File: config.mk
export PLATFORM = sky130hd
export DESIGN_NAME = injective_mapping_enumerator
export DESIGN_NICKNAME = d
export VERILOG_FILES = /design/src/rtl/ime_pkg.sv /design/src/rtl/ime_elem_store.sv /design/src/rtl/injective_mapping_enumerator.sv
export VERILOG_INCLUDE_DIRS = /design/src /design/src/rtl
export SDC_FILE = /design/constraint.sdc
export NUM_CORES = 1
export LEC_CHECK = 0
export BUFFER_PORTS_ARGS = -buffer_cell sky130_fd_sc_hd__buf_2
export CAP_MARGIN = 15
export CORE_MARGIN = 2
export CORE_UTILIZATION = 62
export DETAILED_ROUTE_END_ITERATION = 10
export PLACE_DENSITY_LB_ADDON = 0.08
export SLEW_MARGIN = 20
export SYNTH_ARGS = -nofsm -noshare
export SYNTH_HDL_FRONTEND = slang
export SYNTH_SLANG_ARGS = --single-unit
export TNS_END_PERCENT = 30
File: constraint.sdc
create_clock -name clk -period 5.5 [get_ports clk]
set_input_delay 0.55 -clock clk [delete_from_list [all_inputs] [get_ports clk]]
set_output_delay 0.55 -clock clk [all_outputs]
set_load 0.005 [all_outputs]
File: src/rtl/injective_mapping_enumerator_macros.svh
// Assertion macros for the mapping enumerator
`ifndef INJECTIVE_MAPPING_ENUMERATOR_MACROS_SVH
`define INJECTIVE_MAPPING_ENUMERATOR_MACROS_SVH
`ifndef SYNTHESIS
`define IME_ASSERT_IMPL(label, clk, rst_n, a, c, msg) \
    label: assert property (@(posedge clk) disable iff (!rst_n) (a) |-> (c)) else $error(msg);
`define IME_ASSERT_NEXT(label, clk, rst_n, a, c, msg) \
    label: assert property (@(posedge clk) disable iff (!rst_n) (a) |=> (c)) else $error(msg);
`else
`define IME_ASSERT_IMPL(label, clk, rst_n, a, c, msg)
`define IME_ASSERT_NEXT(label, clk, rst_n, a, c, msg)
`endif
`endif

File: src/rtl/ime_pkg.sv
package ime_pkg;
    localparam int MAX_ELEMS_DEF  = 16;
    localparam int VALUE_BITS_DEF = 32;
    localparam int SIZE_BITS      = 5;
    localparam int SLOT_BITS      = 4;
    localparam int OP_BITS        = 2;
    localparam int CFG_IDX_BITS   = 1;

    typedef enum logic [OP_BITS-1:0] {
        OP_LOAD_A = 2'd0,
        OP_LOAD_B = 2'd1,
        OP_NEXT   = 2'd2,
        OP_NONE   = 2'd3
    } op_t;

    localparam logic [CFG_IDX_BITS-1:0] REG_SIZE_A = 1'b0;
    localparam logic [CFG_IDX_BITS-1:0] REG_SIZE_B = 1'b1;
endpackage

File: src/rtl/ime_elem_store.sv
// Two element memories, one write and one registered read each.
module ime_elem_store #(
    parameter int MAX_ELEMS  = 16,
    parameter int VALUE_BITS = 32,
    parameter int AW         = 4
) (
    input  logic                  clk,
    input  logic                  wr_a,
    input  logic                  wr_b,
    input  logic [AW-1:0]         wr_addr,
    input  logic [VALUE_BITS-1:0] wr_data,
    input  logic [AW-1:0]         rd_a_addr,
    input  logic [AW-1:0]         rd_b_addr,
    output logic [VALUE_BITS-1:0] rd_a_data,
    output logic [VALUE_BITS-1:0] rd_b_data
);
    logic [VALUE_BITS-1:0] mem_a [MAX_ELEMS];
    logic [VALUE_BITS-1:0] mem_b [MAX_ELEMS];

    always_ff @(posedge clk)
    begin
        if (wr_a)
        begin
            mem_a[wr_addr] <= wr_data;
        end
        if (wr_b)
        begin
            mem_b[wr_addr] <= wr_data;
        end
        rd_a_data <= mem_a[rd_a_addr];
        rd_b_data <= mem_b[rd_b_addr];
    end
endmodule

File: src/rtl/injective_mapping_enumerator.sv
// Flow: a load is written at the accepting edge. A next item first walks to its
// successor, backing over (S_BACK), scanning (S_SCAN) and refilling (S_FILL) every
// position it must, one B index per cycle, then S_EMIT sends its pairs; a done item
// strobes in the cycle after it is taken, or after the walk when it finds nothing.
// Throughput: one item at a time, pairs one per cycle; busy drops while the last
// pair is on the ports. Reset: async, sizes go to 1; element memories not reset.
`include "injective_mapping_enumerator_macros.svh"
module injective_mapping_enumerator #(
    parameter int MAX_ELEMS  = ime_pkg::MAX_ELEMS_DEF,
    parameter int VALUE_BITS = ime_pkg::VALUE_BITS_DEF
) (
    input  logic                         clk,
    input  logic                         rst_n,
    input  logic                         start,
    output logic                         busy,
    input  logic [ime_pkg::OP_BITS-1:0]  op,
    input  logic [ime_pkg::SLOT_BITS-1:0] slot,
    input  logic signed [VALUE_BITS-1:0] value,
    input  logic                         cfg_valid,
    output logic                         cfg_ready,
    input  logic [ime_pkg::CFG_IDX_BITS-1:0] cfg_index,
    input  logic [ime_pkg::SIZE_BITS-1:0] cfg_data,
    output logic                         strobe,
    output logic signed [VALUE_BITS-1:0] a_value,
    output logic signed [VALUE_BITS-1:0] b_value,
    output logic                         last,
    output logic                         done_res
);
    import ime_pkg::*;

    localparam int AW = (MAX_ELEMS > 1) ? $clog2(MAX_ELEMS) : 1;
    localparam int CW = $clog2(MAX_ELEMS + 1);

    typedef enum logic [2:0] {
        S_IDLE, S_BACK, S_SCAN, S_FILL, S_EMIT, S_DONE
    } state_t;

    state_t                state_reg;
    logic [CW-1:0]         size_a_reg, size_b_reg;
    logic [AW-1:0]         chosen_reg [MAX_ELEMS];  // small index memory
    logic [MAX_ELEMS-1:0]  used_reg;
    logic                  started_reg, exhausted_reg;
    logic [CW-1:0]         pos_reg;   // position being worked on
    logic [CW-1:0]         cand_reg;  // candidate B index
    logic [CW-1:0]         na, nb;
    logic                  emit_v_reg;
    logic                  emit_last_reg;
    logic [AW-1:0]         rd_a_addr, rd_b_addr;
    logic [VALUE_BITS-1:0] rd_a_data, rd_b_data;
    logic                  ld;
    logic [AW-1:0]         cur_idx;

    // clamp sizes to MAX_ELEMS
    function automatic logic [CW-1:0] clamp(input logic [SIZE_BITS-1:0] s);
        logic [31:0] w;
        w = 32'(s);
        return (w > 32'(MAX_ELEMS)) ? CW'(MAX_ELEMS) : CW'(w);
    endfunction

    assign na = size_a_reg;
    assign nb = size_b_reg;
    assign busy = (state_reg != S_IDLE);
    // a pending item wins over a register write in the same cycle
    assign cfg_ready = !busy && !start;
    assign ld = start && !busy && (op_t'(op) == OP_LOAD_A || op_t'(op) == OP_LOAD_B);
    assign cur_idx = chosen_reg[pos_reg[AW-1:0]];
    assign rd_a_addr = pos_reg[AW-1:0];
    assign rd_b_addr = cur_idx;

    ime_elem_store #(.MAX_ELEMS(MAX_ELEMS), .VALUE_BITS(VALUE_BITS), .AW(AW)) u_store (
        .clk(clk),
        .wr_a(ld && op_t'(op) == OP_LOAD_A && 32'(slot) < MAX_ELEMS),
        .wr_b(ld && op_t'(op) == OP_LOAD_B && 32'(slot) < MAX_ELEMS),
        .wr_addr(AW'(slot)),
        .wr_data(value),
        .rd_a_addr(rd_a_addr),
        .rd_b_addr(rd_b_addr),
        .rd_a_data(rd_a_data),
        .rd_b_data(rd_b_data)
    );

    // output stage: the memory read is registered and lands in the cycle after the address
    assign strobe   = emit_v_reg || (state_reg == S_DONE);
    assign a_value  = emit_v_reg ? rd_a_data : '0;
    assign b_value  = emit_v_reg ? rd_b_data : '0;
    assign last     = emit_v_reg ? emit_last_reg : (state_reg == S_DONE);
    assign done_res = !emit_v_reg && (state_reg == S_DONE);

    always_ff @(posedge clk or negedge rst_n)
    begin
        if (!rst_n)
        begin
            state_reg     <= S_IDLE;
            size_a_reg    <= CW'(1);
            size_b_reg    <= CW'(1);
            used_reg      <= '0;
            started_reg   <= 1'b0;
            exhausted_reg <= 1'b0;
            pos_reg       <= '0;
            cand_reg      <= '0;
            emit_v_reg    <= 1'b0;
            emit_last_reg <= 1'b0;
            for (int i = 0; i < MAX_ELEMS; i++)
            begin
                chosen_reg[i] <= '0;
            end
        end
        else
        begin
            emit_v_reg <= 1'b0;
            case (state_reg)
                S_IDLE:
                begin
                    if (cfg_valid && cfg_ready)
                    begin
                        if (cfg_index == REG_SIZE_A) size_a_reg <= clamp(cfg_data);
                        else size_b_reg <= clamp(cfg_data);
                        used_reg <= '0;
                        started_reg <= 1'b0;
                        exhausted_reg <= 1'b0;
                    end
                    else if (ld)
                    begin
                        used_reg <= '0;
                        started_reg <= 1'b0;
                        exhausted_reg <= 1'b0;
                    end
                    else if (start && op_t'(op) == OP_NEXT)
                    begin
                        if (exhausted_reg || na == '0 || na > nb)
                        begin
                            state_reg <= S_DONE;
                        end
                        else if (!started_reg)
                        begin
                            used_reg <= '0;
                            pos_reg  <= '0;
                            cand_reg <= '0;
                            started_reg <= 1'b1;
                            state_reg <= S_FILL;
                        end
                        else
                        begin
                            pos_reg <= na;
                            state_reg <= S_BACK;
                        end
                    end
                end
                S_BACK:
                begin
                    // step back one position, release its index
                    if (pos_reg == '0)
                    begin
                        exhausted_reg <= 1'b1;
                        state_reg <= S_DONE;
                    end
                    else
                    begin
                        pos_reg  <= pos_reg - CW'(1);
                        used_reg[chosen_reg[AW'(pos_reg - CW'(1))]] <= 1'b0;
                        cand_reg <= CW'(chosen_reg[AW'(pos_reg - CW'(1))]) + CW'(1);
                        state_reg <= S_SCAN;
                    end
                end
                S_SCAN:
                begin
                    // look for a free index above the released one
                    if (cand_reg >= nb)
                    begin
                        state_reg <= S_BACK;
                    end
                    else if (!used_reg[cand_reg[AW-1:0]])
                    begin
                        chosen_reg[pos_reg[AW-1:0]] <= cand_reg[AW-1:0];
                        used_reg[cand_reg[AW-1:0]] <= 1'b1;
                        pos_reg  <= pos_reg + CW'(1);
                        cand_reg <= '0;
                        state_reg <= S_FILL;
                    end
                    else
                    begin
                        cand_reg <= cand_reg + CW'(1);
                    end
                end
                S_FILL:
                begin
                    // smallest free index into each remaining position
                    if (pos_reg >= na)
                    begin
                        pos_reg <= '0;
                        state_reg <= S_EMIT;
                    end
                    else if (!used_reg[cand_reg[AW-1:0]])
                    begin
                        chosen_reg[pos_reg[AW-1:0]] <= cand_reg[AW-1:0];
                        used_reg[cand_reg[AW-1:0]] <= 1'b1;
                        pos_reg  <= pos_reg + CW'(1);
                        cand_reg <= '0;
                    end
                    else
                    begin
                        cand_reg <= cand_reg + CW'(1);
                    end
                end
                S_EMIT:
                begin
                    emit_v_reg    <= 1'b1;
                    emit_last_reg <= (pos_reg + CW'(1) == na);
                    if (pos_reg + CW'(1) == na)
                    begin
                        state_reg <= S_IDLE;
                    end
                    else
                    begin
                        pos_reg <= pos_reg + CW'(1);
                    end
                end
                S_DONE:
                begin
                    state_reg <= S_IDLE;
                end
                default:
                begin
                    state_reg <= S_IDLE;
                end
            endcase
        end
    end

    `IME_ASSERT_IMPL(a_strobe_excl, clk, rst_n, emit_v_reg, state_reg != S_DONE, "pair and done overlap")
    `IME_ASSERT_IMPL(a_cfg_idle, clk, rst_n, cfg_ready, !busy, "cfg while busy")
    `IME_ASSERT_NEXT(a_done_idle, clk, rst_n, state_reg == S_DONE, state_reg == S_IDLE, "done not single")
    `IME_ASSERT_IMPL(a_fill_bound, clk, rst_n, state_reg == S_FILL && pos_reg < na, cand_reg < nb, "fill ran out of indices")
endmodule

Yosys cells after proc, flatten, opt, wreduce, memory -nomap -nowiden

Memory sizes are Yosys's and may differ from the RTL's. A register that Yosys moved wholly into a read port is not among the register bits.
Cells that the tools add are included.

Add/sub/neg operators: 4
Mux-type cells: 78
Bitwise logic cells: 6
Magnitude comparators: 11
Reductions and logical operators: 37
Equality and inequality tests: 26

Operators by type and width:

| kind                                         | number |
|---|---|
| 2-to-1 mux 64 bit                            | 3 |
| 2-to-1 mux 16 bit                            | 9 |
| one-hot mux 64 bit (2 select lines)          | 1 |
| 2-to-1 mux 5 bit                             | 20 |
| bitwise mux 64 bit                           | 1 |
| 2-to-1 mux 32 bit                            | 2 |
| one-hot mux 16 bit (4 select lines)          | 1 |
| binary-select mux 4 bit (select 4 bit)       | 2 |
| 2-to-1 mux 3 bit                             | 9 |
| one-hot mux 5 bit (5 select lines)           | 1 |
| inequality test 2 bit, second input constant | 12 |
| 2-to-1 mux 4 bit                             | 5 |
| one-hot mux 5 bit (4 select lines)           | 1 |
| bitwise AND 16 bit                           | 1 |
| demux 4 bit (select 4 bit)                   | 1 |
| 2-to-1 mux 1 bit                             | 16 |
| inverter 16 bit                              | 1 |
| OR 16 bit                                    | 1 |
| one-hot mux 3 bit (5 select lines)           | 1 |
| AND reduction 3 bit                          | 5 |
| inequality test 4 bit, second input constant | 3 |
| logical AND 1 bit                            | 11 |
| adder 5 x 1 -> 5 bit, second input constant  | 2 |
| greater-or-equal comparator 5 bit            | 2 |
| 34 further kinds                             | 51 |

Bits in registers: 107
Memories: 2
Input bits: 48
RAM bits: 1024

Memories:

| memory        | words | width | read ports | clocked after memory_dff | write ports | RTL line             | source |
|---|---|---|---|---|---|---|---|
| u_store.mem_a | 16    | 32    | 1          | 1                        | 1           | ime_elem_store.sv:17 | `logic [VALUE_BITS-1:0] mem_a [MAX_ELEMS];` |
| u_store.mem_b | 16    | 32    | 1          | 1                        | 1           | ime_elem_store.sv:18 | `logic [VALUE_BITS-1:0] mem_b [MAX_ELEMS];` |

Longest topological paths before layout

Gate-level depths: netlist of run 1.

Word-level depth: 13
Gate-level depth with buffers: 16
Mapped depth without buffers: 9

Modules after synthesis

A second synthesis of run 1 with hierarchy kept.

Cell total of the unflattened synthesis: 2359
Area, all modules: 46981.3 um2

By module, submodules not included:

| module                       | cells an instance | instances | area an instance (um2) | seq. area each (um2) |
|---|---|---|---|---|
| ime_elem_store               | 1678              | 1         | 39661.8                | 32030.7 |
| injective_mapping_enumerator | 681               | 1         | 7319.5                 | 2680.1 |

Worst setup path before layout of run 1

No wires, ideal clock.

Path kind: register to register
Start: register pos_reg[0]
End: register cand_reg[2]
Path slack: 1088 ps
Arrival time: 4292 ps
Setup time: 121 ps
Data required time: 5379 ps
Buffers on the path: 7
Stages on the path, launching flop included: 16
Cell sequence: dfrtp_1 -> buf_2 -> buf_4 -> buf_4 -> buf_2 -> buf_1 -> inv_1 -> ha_1 -> clkbuf_1 -> buf_1 -> mux4_2 -> mux4_2 -> ha_1 -> xnor2_1 -> o32ai_1 -> a22o_1

Cells in the longest elaborated chain, start to end: 8
Elaborated cells between the ends (all ways): 13

Ends and longest elaborated chain:

| element                                              | RTL line                            | source |
|---|---|---|
| start, declared                                      | injective_mapping_enumerator.sv:43  | `logic [CW-1:0] pos_reg;` |
| start signal, assigned                               | injective_mapping_enumerator.sv:144 | `pos_reg <= na;` |
| start signal, assigned                               | injective_mapping_enumerator.sv:159 | `pos_reg <= pos_reg - CW'(1);` |
| start signal, assigned                               | injective_mapping_enumerator.sv:176 | `pos_reg <= pos_reg + CW'(1);` |
| subtractor 5 x 1 -> 5 bit                            | injective_mapping_enumerator.sv:161 | `cand_reg <= CW'(chosen_reg[AW'(pos_reg - CW'(1))]) + CW'(1);` |
| inverter 4 -> 5 bit (implied by the code)            | injective_mapping_enumerator.sv:161 |  |
| binary-select mux 4 bit (select 4 bit)               | injective_mapping_enumerator.sv:161 |  |
| 2-to-1 mux 4 bit (implied by the code) (2 in series) | injective_mapping_enumerator.sv:161 |  |
| adder 4 x 1 -> 5 bit                                 | injective_mapping_enumerator.sv:161 |  |
| 2-to-1 mux 5 bit                                     | injective_mapping_enumerator.sv:152 | `if (pos_reg == '0)` |
| one-hot mux 5 bit (4 select lines)                   | injective_mapping_enumerator.sv:111 | `case (state_reg)` |
| end signal, assigned                                 | injective_mapping_enumerator.sv:161 |  |
| end signal, assigned                                 | injective_mapping_enumerator.sv:182 | `cand_reg <= cand_reg + CW'(1);` |
| end signal, assigned                                 | injective_mapping_enumerator.sv:202 | `cand_reg <= cand_reg + CW'(1);` |
| end, declared                                        | injective_mapping_enumerator.sv:44  | `logic [CW-1:0] cand_reg;` |

Parallel ways exist; a longest one is shown, timed or not. The select of a mux whose other input is x is not followed.
A chain may end at the register's enable or synchronous reset.

Final worst setup path of run 1

Start: register pos_reg[0]
End: register u_store.rd_b_data[19] (read register of u_store.mem_b)

Cells in the longest elaborated chain, start to end: 4

Ends and longest elaborated chain:

| element                                              | RTL line                           | source |
|---|---|---|
| inverter 4 -> 5 bit (implied by the code)            | injective_mapping_enumerator.sv:66 | `assign cur_idx = chosen_reg[pos_reg[AW-1:0]];` |
| binary-select mux 4 bit (select 4 bit)               | injective_mapping_enumerator.sv:66 |  |
| 2-to-1 mux 4 bit (implied by the code) (2 in series) | injective_mapping_enumerator.sv:66 |  |
| end, declared                                        | ime_elem_store.sv:15               | `output logic [VALUE_BITS-1:0] rd_b_data` |

No other way between the ends. The select of a mux whose other input is x is not followed.

==> results.rst, run 1 <==
.. list-table::
   :header-rows: 1

   * - Metric
     - Value
   * - Status
     - finished, final reports clean
   * - Yosys top cell area share
     - between 60% and 70%
   * - Total power divided by cell area
     - ~430 mW/mm²
   * - Number of enable flip-flop cells after synthesis
     - 1024
   * - Fill cell total of the finished layout
     - between 4000 and 5000
   * - Count of input and output buffers
     - around 120
   * - Met3 WL post-DR
     - 7.92 mm
   * - Floorplan Core Area
     - around 0.076 mm²
   * - Number of warning messages in the yosys log
     - 0
   * - Via count of the first global-routing pass
     - roughly 25000
   * - Final number of max-transition violations
     - 0
   * - Synth Cell Area
     - around 0.047 mm²
   * - CTS tree
     - done
   * - Sequential cell area fraction in the yosys report
     - about three quarters
   * - Largest fanout of any net on the critical path
     - 34
   * - Worst R2R Path Depth
     - 8
   * - Buffer cell driving the clock tree root
     - sky130_fd_sc_hd__clkbuf_16
   * - Kind of launch point of the worst setup path
     - register
   * - Overflow left after global routing
     - 0
   * - Setup crit start
     - pos_reg[0]
   * - Final Wtd Congestion
     - about 0.9
   * - Post-layout util
     - between 70% and 80%
   * - Commonest cells after routing, fill and taps aside
     - sky130_fd_sc_hd__edfxtp_1, sky130_fd_sc_hd__mux4_2, sky130_fd_sc_hd__a21oi_1
   * - Clock period minus final worst setup slack
     - between 4 and 5 ns
   * - Count of different cell masters after synthesis
     - 56
   * - RSZ-0062 raised after global routing
     - no
   * - Critical path arrival
     - 4.75 ns
   * - Number of hold violations in the final report
     - 0
   * - Net count reported at finish
     - 2718
   * - Biggest area consumer among synthesized cells
     - sky130_fd_sc_hd__edfxtp_1
   * - P&R area growth vs syn
     - 12.3%
   * - Top routing layer used
     - met5
   * - Endpoints failing setup
     - 0
   * - IR drop worst, VDD
     - around 350 µV
   * - Startpoint-to-endpoint class of the critical path
     - register to register
   * - Detail Route Antenna Nets
     - 0
   * - Average wire per cell in the routed design
     - 29.1 µm
   * - Maximum number of pins on one net before global-route repair
     - 85
   * - Reg clk slew, reported paths
     - around 0.06 ns
   * - Number of flip-flops and latches in the synthesized netlist
     - 1195
   * - FFs w/ async S/R, synth
     - 8.95%
   * - Met2 WL
     - around 54 mm
   * - Std cell rows
     - just over 100
   * - Synth top area cells
     - sky130_fd_sc_hd__edfxtp_1, sky130_fd_sc_hd__mux4_2, sky130_fd_sc_hd__dfrtp_1
   * - Width of the die
     - 280 µm
   * - Via Count
     - between 20000 and 25000
   * - Setup clock skew after layout
     - approximately 0.025 ns
   * - Number of setup buffers added after CTS
     - 0
   * - Share of cells above drive strength 1
     - between 20% and 30%
   * - Kind of capture point of the worst setup path
     - register
   * - Wire length reported by the detailed router
     - ~110 mm
   * - Tcrit/Tclk final
     - 76.1%
   * - Global-route wire length before repair
     - around 160 mm
   * - Total leakage power
     - approximately 18 nW
   * - Initial cell density of the core
     - between 60% and 70%
   * - Clock latency of the later-clocked register in the worst-skew pair
     - 0.69 ns
   * - Terminating pin of the worst hold path
     - na[4]
   * - Final TNS setup
     - 0 ns
   * - Type of the tightest min-delay check
     - primary input to register
   * - Vias per std cell
     - between 6 and 7
   * - Num ports
     - roughly 120
   * - HPWL after detailed placement
     - 60.9 mm
   * - Number of standard cells in the layout, taps in and fillers out
     - 3723
   * - Remaining max-slew budget at the tightest pin
     - 23.7%
   * - Max capacitance violation total
     - 0
   * - Beginning of the worst register-to-register path
     - pos_reg[0]
   * - Pre-antenna DRT Iters
     - 5
   * - CTS buffer count
     - 116
   * - Post-CTS Resized
     - 0
   * - Worst r2r dst
     - u_store.rd_b_data[19]
   * - Most common cell after layout, fill and taps aside
     - sky130_fd_sc_hd__edfxtp_1
   * - Flop-to-flop setup slack
     - roughly 1.3 ns
   * - Highest achievable clock rate
     - between 0.2 and 0.25 GHz
   * - Flip-flop cell with the highest count after synthesis
     - sky130_fd_sc_hd__edfxtp_1
   * - Placed Cells incl. Taps
     - between 3000 and 4000
   * - Overall die area
     - a little under 0.08 mm²
   * - Total Routing Usage GR
     - between 20 and 30%
   * - Transition at the pin with the smallest max-transition slack
     - approximately 1.1 ns
   * - Syn Nets
     - 2559
   * - Met1 wire length
     - ~44 mm
   * - H-tree lvl count
     - 3
   * - Syn Inst Count
     - ~2500
   * - Hold Path Origin
     - cfg_data[4]
   * - Die height
     - ~280 µm
   * - Req. time, crit path
     - between 6 and 7 ns
   * - Number of buffers between clock root and the deepest sink
     - 3
   * - Final routed DRC violation total
     - 0
   * - Depth of the worst hold-timing path
     - 3
   * - Iter 0 DRT Violations
     - about 2700
   * - Antenna violations before repair
     - 9
   * - Clock net sink count
     - 1195
   * - Average cell area after synthesis
     - 19.0 µm²
## Yosys cell counts, drive strengths merged, types with 22 or more instances
| cell type | count |
|---|---|
| nand2 | 125 |
| nand3 | 31 |
| mux4 | 267 |
| and2 | 69 |
| buf | 51 |
| clkbuf | 93 |
| dfrtp | 105 |
| o21ai | 22 |
| nor2 | 74 |
| a221oi | 65 |
| ha | 28 |
| edfxtp | 1024 |
| mux2 | 75 |
| mux2i | 66 |
| dfxtp | 64 |
| inv | 24 |
| a21oi | 164 |
## where the power goes
group          switching (mW)  internal [mW]
clock                    3.33           4.45
combinational            2.37           2.03
sequential              0.377           10.1
## repair_timing
item | 4_1_cts | 5_1_grt
hold buffers | 1 | 0
endpoints found under the hold margin | 53 | 0
endpoints found under the setup margin | 0 | 0
## worst max-delay path, cell delays in order (launching register included)
cell and delay (ns):
sky130_fd_sc_hd__dfrtp_4 0.56, sky130_fd_sc_hd__buf_4 0.53, sky130_fd_sc_hd__buf_4 0.65, sky130_fd_sc_hd__mux4_2 0.40, sky130_fd_sc_hd__mux4_2 0.60, sky130_fd_sc_hd__nand2b_2 0.84, sky130_fd_sc_hd__a221oi_1 0.14, sky130_fd_sc_hd__a21oi_1 0.23
sky130_fd_sc_hd__nand2_1 0.07
## final cells by class
class                   instances  area, µm²  share of cell area (%)
well taps                     978       1220                    2.31
clock buffers                 172       3300                    6.24
inverters                      24       90.1                   0.170
multi-input cells            1120      12000                    22.6
clock inverters                47        474                   0.896
flip-flops and latches       1195      34700                    65.6
repair buffers                185       1130                    2.13
diodes                          2       5.00                 0.00946
## per-layer routing
metal	global-route usage, %	up-vias
met5	0	-
met4	8.05	8
met3	4.75	197
met2	45.9	1040
met1	40.3	13000
li1	-	10400
## logic make-up after synthesis
logic type / count (synthesis) / share of synthesized area [%]
buffers and inverters: 168 / 1.47
muxes: 408 / 16.0
adders and majority gates: 28 / 0.744
DFF: 1195 / 73.7
xor gates and xnor gates: 12 / 0.252
AOI/OAI and AO/OA: 311 / 4.23
and+or+nand+nor: 361 / 3.65
## per-stage QoR
| step | cell area [µm²] | worst slack (ns) | hold WS (ns) | total power [mW] |
|---|---|---|---|---|
| floorplan | 47100 | 1.09 | 0.254 | 13.8 |
| finish | 52900 | 1.32 | 0.221 | 22.7 |
| global placement | 49100 | 1.36 | 0.475 | 15.0 |
| CTS | 52900 | 1.27 | 0.185 | 22.8 |
| detailed placement | 49100 | 1.25 | 0.490 | 15.1 |
| global route | 52900 | 1.03 | 0.193 | 23.5 |
## worst max path at each step
stage / endpoint / slack [ns] / cells past startpoint
after CTS: u_store.rd_b_data[19] / 1.27 / 8
after floorplan: cand_reg[2] / 1.09 / 15
after global routing: u_store.rd_b_data[19] / 1.03 / 8
final: u_store.rd_b_data[19] / 1.32 / 8
after global placement: u_store.rd_b_data[9] / 1.36 / 8
after detailed placement: u_store.rd_b_data[8] / 1.25 / 8
Power figures use the tool's default switching activity.
==> run 2, diff against run 1 <==
clock period = 4.2 ns   (was 5.5 ns; I/O delays follow)
==> results.rst, run 2 (synthesized netlist as in run 1, its figures left out) <==
.. list-table::
   :header-rows: 1

   * - Metric
     - Value
   * - Startpoint-to-endpoint class of the critical path
     - register to register
   * - Worst r2r dst
     - u_store.rd_b_data[13]
   * - Commonest cells after routing, fill and taps aside
     - sky130_fd_sc_hd__edfxtp_1, sky130_fd_sc_hd__mux4_2, sky130_fd_sc_hd__a21oi_1
   * - Worst path buffer plus inverter count
     - 1 (-1)
   * - HPWL after detailed placement
     - 60.0 mm (-1.5%)
   * - Final Total Pwr
     - 29.9 mW (+32%)
   * - Number of setup buffers added after CTS
     - 0 (unchanged)
   * - Largest fanout of any net on the critical path
     - 192 (+460%)
   * - Share of cells above drive strength 1
     - 27.9% (+0.67 points)
   * - Hold Path Origin
     - cfg_data[4]
   * - Critical Path Max Stage Delay
     - 0.68 ns (-0.16 ns)
   * - Transition at the pin with the smallest max-transition slack
     - 1.14 ns (-0.00742 ns)
   * - Width of the die
     - 280 µm (unchanged)
   * - Buffer cell driving the clock tree root
     - sky130_fd_sc_hd__clkbuf_16
   * - Detail Route Antenna Nets
     - 0 (unchanged)
   * - Wire length reported by the detailed router
     - 108 mm (-0.55%)
   * - Final number of max-transition violations
     - 0 (unchanged)
   * - Type of the tightest min-delay check
     - primary input to register
   * - Flop-to-flop setup slack
     - 0.71 ns (-0.60 ns)
   * - Critical path arrival
     - 4.02 ns (-0.73 ns)
   * - Clock period minus final worst setup slack
     - 3.49 ns (-0.696 ns)
   * - Overflow left after global routing
     - 0 (unchanged)
   * - P&R area growth vs syn
     - 13.2%
   * - Logic depth of the worst setup path including buffers
     - 6 (-2)
   * - Most used cell, CP
     - sky130_fd_sc_hd__mux4_2
   * - Final routed DRC violation total
     - 0 (unchanged)
   * - Initial cell density of the core
     - 62.3% (unchanged)
   * - Std cell rows
     - 101 (unchanged)
   * - Setup crit start
     - pos_reg[1]
   * - Critical path endpoint
     - u_store.rd_b_data[13]
   * - Final TNS setup
     - 0 ns (unchanged)
   * - Reg clk slew, reported paths
     - 0.06 ns (about the same)
   * - Status
     - finished, final reports clean
   * - Remaining max-slew budget at the tightest pin
     - 24.2% (+0.49 points)
   * - Kind of launch point of the worst setup path
     - register
   * - Number of buffers inserted by hold repair at cts
     - 1 (unchanged)
   * - Count of input and output buffers
     - 116 (unchanged)
   * - Overall die area
     - 0.0782 mm² (unchanged)
   * - Clock latency of the later-clocked register in the worst-skew pair
     - 0.68 ns (about the same)
   * - Max capacitance violation total
     - 0 (unchanged)
   * - Beginning of the worst register-to-register path
     - pos_reg[1]
   * - Average wire per cell in the routed design
     - 28.9 µm (-0.95%)
   * - Req. time, crit path
     - 4.74 ns (-1.32 ns)
   * - CTS buffer count
     - 114 (-1.7%)
   * - Via Count
     - 24600 (-0.36%)
   * - Via count of the first global-routing pass
     - 24700 (-0.74%)
   * - Tcrit/Tclk final
     - 83.0% (+7.0 points)
   * - IR drop worst, VDD
     - 421 µV (+20%)
   * - Endpoints failing setup
     - 0 (unchanged)
   * - Num ports
     - 117 (unchanged)
   * - Cell family contributing the most delay on the critical path
     - multiplexers
   * - Crit path cell chain
     - mux4_2 -> mux4_4 -> buf_12 -> mux4_2 -> a21oi_1 -> nand2_1
   * - Number of buffers between clock root and the deepest sink
     - 3 (unchanged)
   * - Iter 0 DRT Violations
     - 2704 (+1.2%)
   * - Total Routing Usage GR
     - 27.9% (-0.26 points)
   * - Die height
     - 280 µm (unchanged)
   * - Pre-antenna DRT Iters
     - 6 (+1)
   * - Kind of capture point of the worst setup path
     - register
   * - Total power divided by cell area
     - 561 mW/mm² (+31%)
   * - H-tree lvl count
     - 3 (unchanged)
   * - Number of hold violations in the final report
     - 0 (unchanged)
   * - CTS tree
     - done
   * - Antenna violations before repair
     - 3 (-6)
   * - Post-layout util
     - 70.6% (+0.55 points)
   * - Highest achievable clock rate
     - 0.287 GHz (+20%)
   * - Worst R2R Path Depth
     - 6 (-2)
   * - Most common cell after layout, fill and taps aside
     - sky130_fd_sc_hd__edfxtp_1
   * - Clock net sink count
     - 1195 (unchanged)
   * - Final Wtd Congestion
     - 0.874 (-0.84%)
   * - Floorplan Core Area
     - 0.0756 mm² (unchanged)
   * - Maximum number of pins on one net before global-route repair
     - 193 (+130%)
   * - Global-route wire length before repair
     - 159 mm (-0.93%)
   * - Total leakage power
     - 17.9 nW (+1.1%)
   * - Net count reported at finish
     - 2733 (+0.55%)
   * - Critical path's slowest cell
     - sky130_fd_sc_hd__dfrtp_4
   * - Setup clock skew after layout
     - 0.0276 ns (+0.00264 ns)
   * - RSZ-0062 raised after global routing
     - no
   * - Post-CTS Resized
     - 0 (unchanged)
   * - Vias per std cell
     - 6.58 (-0.76%)
[run 2: through the flow]
step	hold WS, ns	cell area [µm²]	worst slack (ns)	cells
2_1_floorplan	0.124	47100	-0.0273	2483
3_3_place_gp	0.469	49500	0.802	3518
3_5_place_dp	0.477	49500	0.740	3518
4_1_cts	0.0488	53300	0.769	3734
5_1_grt	0.0690	53300	0.561	3734
6_report	0.0731	53300	0.713	3738
[run 2: area by class of cell]
type	instances	area (µm²)
Inverter	24	90.1
Tap cell	978	1220
Timing Repair Buffer	202	1470
Clock buffer	165	3310
Antenna cell	4	10.0
Fill cell	4672	22200
Clock inverter	50	538
Sequential cell	1195	34700
Multi-Input combinational cell	1120	12000
[run 2: worst reg2reg max path, delay by kind of cell, from the launching register on]
| kind | cells | cell delay (ns) |
|---|---|---|
| flops | 1 | 0.68 |
| buf+inv | 1 | 0.25 |
| mux | 3 | 2.04 |
| simple gates | 1 | 0.14 |
| compound gates | 1 | 0.26 |
[run 2: worst min-delay path by stage]
stage,endpoint,slack [ns],cells after the start
final,na[4],0.07,3
after global routing,na[4],0.07,3
after CTS,na[4],0.05,3
after detailed placement,emit_last_reg,0.48,2
after global placement,used_reg[4],0.47,2
after floorplan,cand_reg[0],0.12,0
[run 2: power breakdown]
group | switching, mW | internal, mW | total (mW)
registers | 0.446 | 13.3 | 13.7
logic | 3.09 | 2.76 | 5.84
clock network | 4.30 | 6.03 | 10.3
[run 2: per-layer routing]
metal	wire length, µm	global-route usage (%)	up-vias	part of all wire, %
li1	-	-	10400	-
met1	44200	40.9	13000	41
met2	54000	45.6	1040	50
met3	7660	3.97	156	7.1
met4	2060	6.66	2	1.9
met5	8	0	-	0.0074
